$ cat src/sv/rcc_pkg.sv
// Shared types and constants for the RGB 3x3 convolution block.
// Used by every module of the block; depends on nothing.
package rcc_pkg;

  localparam int MAX_WIDTH_DEF          = 2048;
  localparam int MAX_HEIGHT_DEF         = 2048;
  localparam int KERNEL_SIZE_DEF        = 3;
  localparam int COEF_FRACTION_BITS_DEF = 12;

  localparam int DIM_W      = 12;
  localparam int COEF_W     = 16;
  localparam int KROW_W     = 3 * COEF_W;
  localparam int CH_W       = 8;
  localparam int PIX_W      = 3 * CH_W;
  localparam int TAPS       = 9;
  localparam int PROD_W     = CH_W + 1 + COEF_W;
  localparam int RSUM_W     = PROD_W + 2;
  localparam int SUM_W      = RSUM_W + 2;
  localparam int FIFO_DEPTH = 4;
  localparam int CNT_W      = $clog2(FIFO_DEPTH + 1);
  localparam int CFG_IDX_W  = 3;

  localparam logic [KROW_W-1:0] KTOP_RESET = 48'h0;
  localparam logic [KROW_W-1:0] KMID_RESET = 48'h0000_1000_0000;
  localparam logic [KROW_W-1:0] KBOT_RESET = 48'h0;
  localparam logic [DIM_W-1:0]  WIDTH_RESET  = 12'd1024;
  localparam logic [DIM_W-1:0]  HEIGHT_RESET = 12'd768;

  typedef enum logic [CFG_IDX_W-1:0] {
    REG_WIDTH  = 3'd0,
    REG_HEIGHT = 3'd1,
    REG_KTOP   = 3'd2,
    REG_KMID   = 3'd3,
    REG_KBOT   = 3'd4
  } reg_idx_t;

  typedef struct packed {
    logic                 we;
    logic [CFG_IDX_W-1:0] idx;
    logic [KROW_W-1:0]    data;
  } cfg_wr_t;

  typedef struct packed {
    logic [TAPS-1:0][PIX_W-1:0] win;
    logic                       top_off;
    logic                       bot_off;
    logic                       left_off;
    logic                       right_off;
    logic                       frame_end;
  } win_item_t;

  typedef struct packed {
    logic busy;
    logic inflight;
  } front_stat_t;

endpackage

$ cat src/sv/rcc_fifo.sv
// Short queue of finished windows between the front and back parts.
// Uses rcc_pkg for the item type and depth.
module rcc_fifo (
  input  logic                        clk,
  input  logic                        rst_n,
  input  logic                        push,
  input  rcc_pkg::win_item_t          push_item,
  input  logic                        pop,
  output logic                        not_empty,
  output rcc_pkg::win_item_t          head,
  output logic [rcc_pkg::CNT_W-1:0]   count
);

  localparam int PTR_W = $clog2(rcc_pkg::FIFO_DEPTH);

  rcc_pkg::win_item_t mem [rcc_pkg::FIFO_DEPTH];
  logic [PTR_W-1:0] wr_r, rd_r;
  logic [rcc_pkg::CNT_W-1:0] cnt_r;
  logic do_pop;

  assign do_pop = pop && cnt_r != '0;

  always_ff @(posedge clk) begin
    if (push) mem[wr_r] <= push_item;
  end

  always_ff @(posedge clk) begin
    if (!rst_n) begin
      wr_r  <= '0;
      rd_r  <= '0;
      cnt_r <= '0;
    end else begin
      if (push)   wr_r <= wr_r + PTR_W'(1);
      if (do_pop) rd_r <= rd_r + PTR_W'(1);
      case ({push, do_pop})
        2'b10:   cnt_r <= cnt_r + rcc_pkg::CNT_W'(1);
        2'b01:   cnt_r <= cnt_r - rcc_pkg::CNT_W'(1);
        default: cnt_r <= cnt_r;
      endcase
    end
  end

  assign not_empty = cnt_r != '0;
  assign head      = mem[rd_r];
  assign count     = cnt_r;

endmodule

$ cat config.mk
export PLATFORM = sky130hd
export DESIGN_NAME = rcc_fifo
export DESIGN_NICKNAME = d
export VERILOG_FILES = /design/src/sv/rcc_pkg.sv /design/src/sv/rcc_fifo.sv
export SDC_FILE = /design/constraint.sdc
export NUM_CORES = 1
export LEC_CHECK = 0
export ABC_AREA = 1
export BUFFER_PORTS_ARGS = -buffer_cell sky130_fd_sc_hd__buf_2
export CAP_MARGIN = 20
export CORE_MARGIN = 2
export CORE_UTILIZATION = 30
export CTS_CLUSTER_DIAMETER = 60
export DETAILED_ROUTE_END_ITERATION = 7
export PLACE_DENSITY = 0.56
export SYNTH_ARGS = -nofsm -noshare
export SYNTH_HDL_FRONTEND = slang
export SYNTH_SLANG_ARGS = --single-unit
$ cat constraint.sdc
create_clock -name clk -period 7.3 [get_ports clk]
set_input_delay 0.73 -clock clk [delete_from_list [all_inputs] [get_ports clk]]
set_output_delay 0.73 -clock clk [all_outputs]
set_load 0.02 [all_outputs]
## Word-level counts from Yosys, hierarchy flattened

Memories as Yosys holds them, arrays and structs flattened. A register that Yosys moved wholly into a read port is not among the register bits.
Cells that the tools add are included.

- Register bits: 7
- Memory bits (writable): 884
- Input bits: 225
- Output and inout port bits: 225
- Word-level logic and storage cells: 18
- Memories: 1

- Add/subtract/negate cells: 4
- Eq/ne operators: 2
- Multiplexer cells: 5
- Reduce and logical (&&, ||, !) cells: 3

Memory list:

| memory | words | bits a word | read ports | clocked after Yosys merged registers in | wr ports | RTL line | source |
|---|---|---|---|---|---|---|---|
| mem | 4 | 221 | 1 | 1 | 1 | rcc_fifo.sv:16 | `rcc_pkg::win_item_t mem [rcc_pkg::FIFO_DEPTH];` |

Operators by type and width:

| kind | number |
|---|---|
| one-hot mux 3 bit (2 select lines) | 1 |
| adder 2 x 1 -> 2 bit, second input constant | 2 |
| 2-to-1 mux 2 bit | 2 |
| adder 3 x 1 -> 3 bit, second input constant | 1 |
| nonzero test 3 bit | 1 |
| subtractor 3 x 1 -> 3 bit, second input constant | 1 |
| == test 2 x 1 -> 1 bit, second input constant | 1 |
| == test 2 bit, second input constant | 1 |
| 2-to-1 mux 1 bit | 2 |
| nonzero test 2 bit | 1 |
| logical AND 1 bit | 1 |

## Depth between registers and ports, before layout

- Word-level depth: 4
- Gate-level depth with buffers: 13
- Depth with buffers taken out: 13

## Least setup slack after synthesis

Ideal clock, no wire load.

- Path type: input -> register
- Start: input port push
- End: memory mem[2][0] (netlist bit) (enable)
- Setup time: 0.572 ns
- Data arrival time: 5.004 ns
- Data required time: 6.728 ns
- Setup slack: 1.724 ns
- Cell stages on the path: 2
- Path buffers: 0
- Path through: nand2_1 > inv_1

- Cells in the longest elaborated chain, start to end: 2

RTL lines:

| item | RTL line | source |
|---|---|---|
| from (decl) | rcc_fifo.sv:6 | `input logic push,` |
| 2-to-1 mux 1 bit | rcc_fifo.sv:24 | `if (push) mem[wr_r] <= push_item;` |
| 2-to-1 mux 1 bit (implied by the code) | rcc_fifo.sv:24 |  |
| to (decl) | rcc_fifo.sv:16 |  |

No other way between the ends.

==> impl_summary.md <==
Die
The initial utilization of the core area, before any placement, comes to 0.303. The floorplan die height is 336 µm. The die area is ~110000 µm². In this run the core area contains 121 standard-cell rows. The die extent in x is 336 µm. The core region is 109000 µm². The I/O pin count is between 400 and 500.

Place
In this run, placement finished with an instance count of 3932. The HPWL reported at the end of detailed placement is around 44000 µm. Port buffering added between 400 and 500 buffers.

The global placement routability congestion is a little over 0.7.

Clock network
The tree is rooted in a clkbuf_16. The buffers inserted during post-CTS setup optimization is 0. In this run the deepest clock path goes through 3 buffers. Clock tree synthesis found a total of 893 sinks. The CTS tree is yes. The clock reaches the later pin of the worst-skew pair after 0.67 ns. Hold repair after CTS inserted 0 buffers. The number of instances resized during post-cts repair is 0.

The number of clock buffers added by TritonCTS is 100. The level count of the clock H-tree is 3. The clock-pin slew of the registers on the worst-case setup and hold paths is about 0.06 ns.

Timing
Between clock sinks in the finished design, the worst skew comes to 0.0300 ns. The final setup TNS is 0 ns. Setup violations remaining at the end of the flow were counted as 0. The smallest clock period supported by the final layout is computed as about 4.3 ns. Dividing the final minimum period by the clock period gives 0.589. The count of endpoints failing hold in the final timing report came to 0. The top achievable clock speed is 0.232 GHz. The count of pins over their slew limit came to 0.

The slew at the pin closest to its max-slew limit is 1.31 ns. The worst pin sits at a relative slew slack of 0.125. Setup repair after global routing left no endpoint under its margin.

Critical path
STA puts the critical path data arrival time at 3.57 ns. The endpoint identified for the worst register-to-register timing path is mem[0][157]. Measured in cells, the most critical reg-to-reg path has a length of 5. The critical setup path kind is reg2out.

The highest fanout seen on the critical path is 162. The worst reg2reg path startpoint is wr_r[0]. For the worst setup path, the data required time is about 6.6 ns. STA classifies the critical path endpoint as an output port. The launching element type of the critical path is a flop. The worst reg-to-reg setup slack is approximately 4.6 ns.

Yosys
The netlist area before placement is 33000 µm². In this run the mean area of a mapped cell was between 15 and 20 µm². The number of distinct standard cells referenced by the synthesized netlist is 19.

The number of instances in the synthesized netlist is approximately 2200. After synthesis the netlist holds a flip-flop and latch count of roughly 900. The share of the Yosys chip area taken by registers is 0.809. The synthesized netlist net count is about 2400. The Yosys step of the flow raised 0 warnings.

Finish
Once layout is complete, the utilization of the core stands at 0.366. The most common library cell in the layout ignoring fill and taps is edfxtp_1. The net count reported at finish is roughly 2900. The layout overhead on the synthesized area is 20.6%. In the layout the commonest cells are edfxtp_1, buf_2, nor2_1. Of the cells placed in the final design, the portion with a size suffix greater than 1 is 0.227. The finished layout holds approximately 4100 standard cells, fillers aside.

Pwr
The power spent charging and discharging nets is 0.00386 W. The fraction of power consumed by combinational cells is 0.182. The share of total power dissipated in sequential elements is 0.448. The maximum ir drop on the vdd rail is 0.257 mV. The internal power of the cells is 0.00948 W. Power spread over the standard cell area amounts to 335 nW/µm². The leakage power summed over all cells is approximately 14 nW.

The clock network power share is 0.370. The net switching share of the total power is 0.289. Power comes to between 0.01 and 0.015 W.

Route
The via total after detailed routing is about 20000. The first-iteration detailed-routing DRC count is 1154. In the final routed layout, each cell accounts on average for just under 20 µm.

The remaining antenna violation count is 0. The ratio of routed vias to standard cells is ~4.7. The detailed-router iteration count before antenna repair is 5. In the routed design, unresolved DRC markers number 0. The routed design has ~80000 µm of wire.

Global routing
The first global-routing pass estimated roughly 120000 µm of wire. The initial antenna violation count is 25. The overall global routing resource usage is 0.137. The number of global-route vias before repair was between 15000 and 20000.

Global routing finished with a remaining overflow of 0. Entering global routing, the biggest net connects around 190 pins.

Run
The number of violations of the max-capacitance limit is 0.

Worst hold path
The number of cells traversed by the worst hold path is 1. In this run the most critical hold path is launched from push_item[20]. The path with the worst hold slack has its endpoint at mem[0][20].

The worst min-delay path category is in2reg.

Outcome
The flow ran to the end, and the final reports show no timing, DRC or antenna violations.
## cells by family (layout without fill, tap and decap cells)
group / Yosys count / count (layout) / synth area share
buffers and inverters: 164 / 669 / 0.0250
other: 0 / 5 / 0
flip-flops: 893 / 893 / 0.809
AND/OR/NAND/NOR: 466 / 466 / 0.0531
adder cells (fa/ha/maj): 6 / 6 / 0.00250
AO/OA/AOI/OAI: 672 / 672 / 0.110
## cells in the mapped netlist
master      n  area share
o21ai_1    41      0.0062
o21ai_0   405       0.061
clkbuf_1   51      0.0058
nor2_1    448       0.051
nand2_1    15      0.0017
fa_1        1     0.00061
inv_2       1     0.00011
edfxtp_1  884        0.80
clkbuf_2    9      0.0014
inv_4       1     0.00019
inv_1      17      0.0019
nand3_1     3     0.00045
ha_1        5      0.0019
dfxtp_1     9      0.0055
buf_6       3      0.0010
buf_4      28      0.0064
o22ai_1   221       0.042
buf_2      54      0.0082
a21oi_1     5     0.00076
## power by group through the flow
| stage | Combinational, W | Sequential (W) | Clock [W] |
|---|---|---|---|
| 6_report | 0.00243 | 0.00598 | 0.00494 |
| 5_1_grt | 0.00264 | 0.00600 | 0.00526 |
| 4_1_cts | 0.00248 | 0.00598 | 0.00507 |
| 3_5_place_dp | 0.00248 | 0.00608 | 0 |
| 3_3_place_gp | 0.00247 | 0.00608 | 0 |
| 2_1_floorplan | 0.00159 | 0.00607 | 0 |
## metrics by stage
step           area [µm²]  hold WS [ns]  setup WS, ns
4_1_cts             39800         0.196          2.93
5_1_grt             39800         0.219          2.73
6_report            39800         0.262          3.00
3_3_place_gp        36500         0.516          3.81
2_1_floorplan       33000         0.459          1.72
3_5_place_dp        36500         0.526          3.70
## layer usage
metal  vias up  routed length [µm]  GRT usage
met1      9674               32300      0.163
met5         -                 248          0
met2       450               40400      0.237
li1       9216                   -          -
met3       171                4890     0.0395
met4        38                2260     0.0462
## registers in the layout (all words and copies together) (netlist names), named ones only
| register | cells |
|---|---|
| count | 3 |
| mem | 884 |
| rd_r | 2 |
| wr_r | 2 |
## worst max path at each step
stage,start,slack (ns),endpoint
6_report,flop,3.00,head[102]
3_3_place_gp,flop,3.81,head[102]
5_1_grt,flop,2.73,head[102]
2_1_floorplan,push,1.72,mem[2][0]
4_1_cts,flop,2.93,head[102]
3_5_place_dp,flop,3.70,head[102]
## critical path: stages (launching register included)
cell	delay [ns]
dfxtp_4	0.59
inv_12	0.56
buf_4	0.83
o21ai_0	0.21
o22ai_1	0.23
buf_2	0.21
## final cells by class
cell class | count | area, µm²
well taps | 1414 | 1770
flip-flops and latches | 893 | 26700
diodes | 5 | 12.5
clock buffers | 130 | 2740
fillers | 10300 | 69200
clock inverters | 58 | 548
inverters | 19 | 121
multi-input cells | 1144 | 5480
repair buffers | 462 | 2440
No activity file was read; power rests on OpenSTA's default activity.
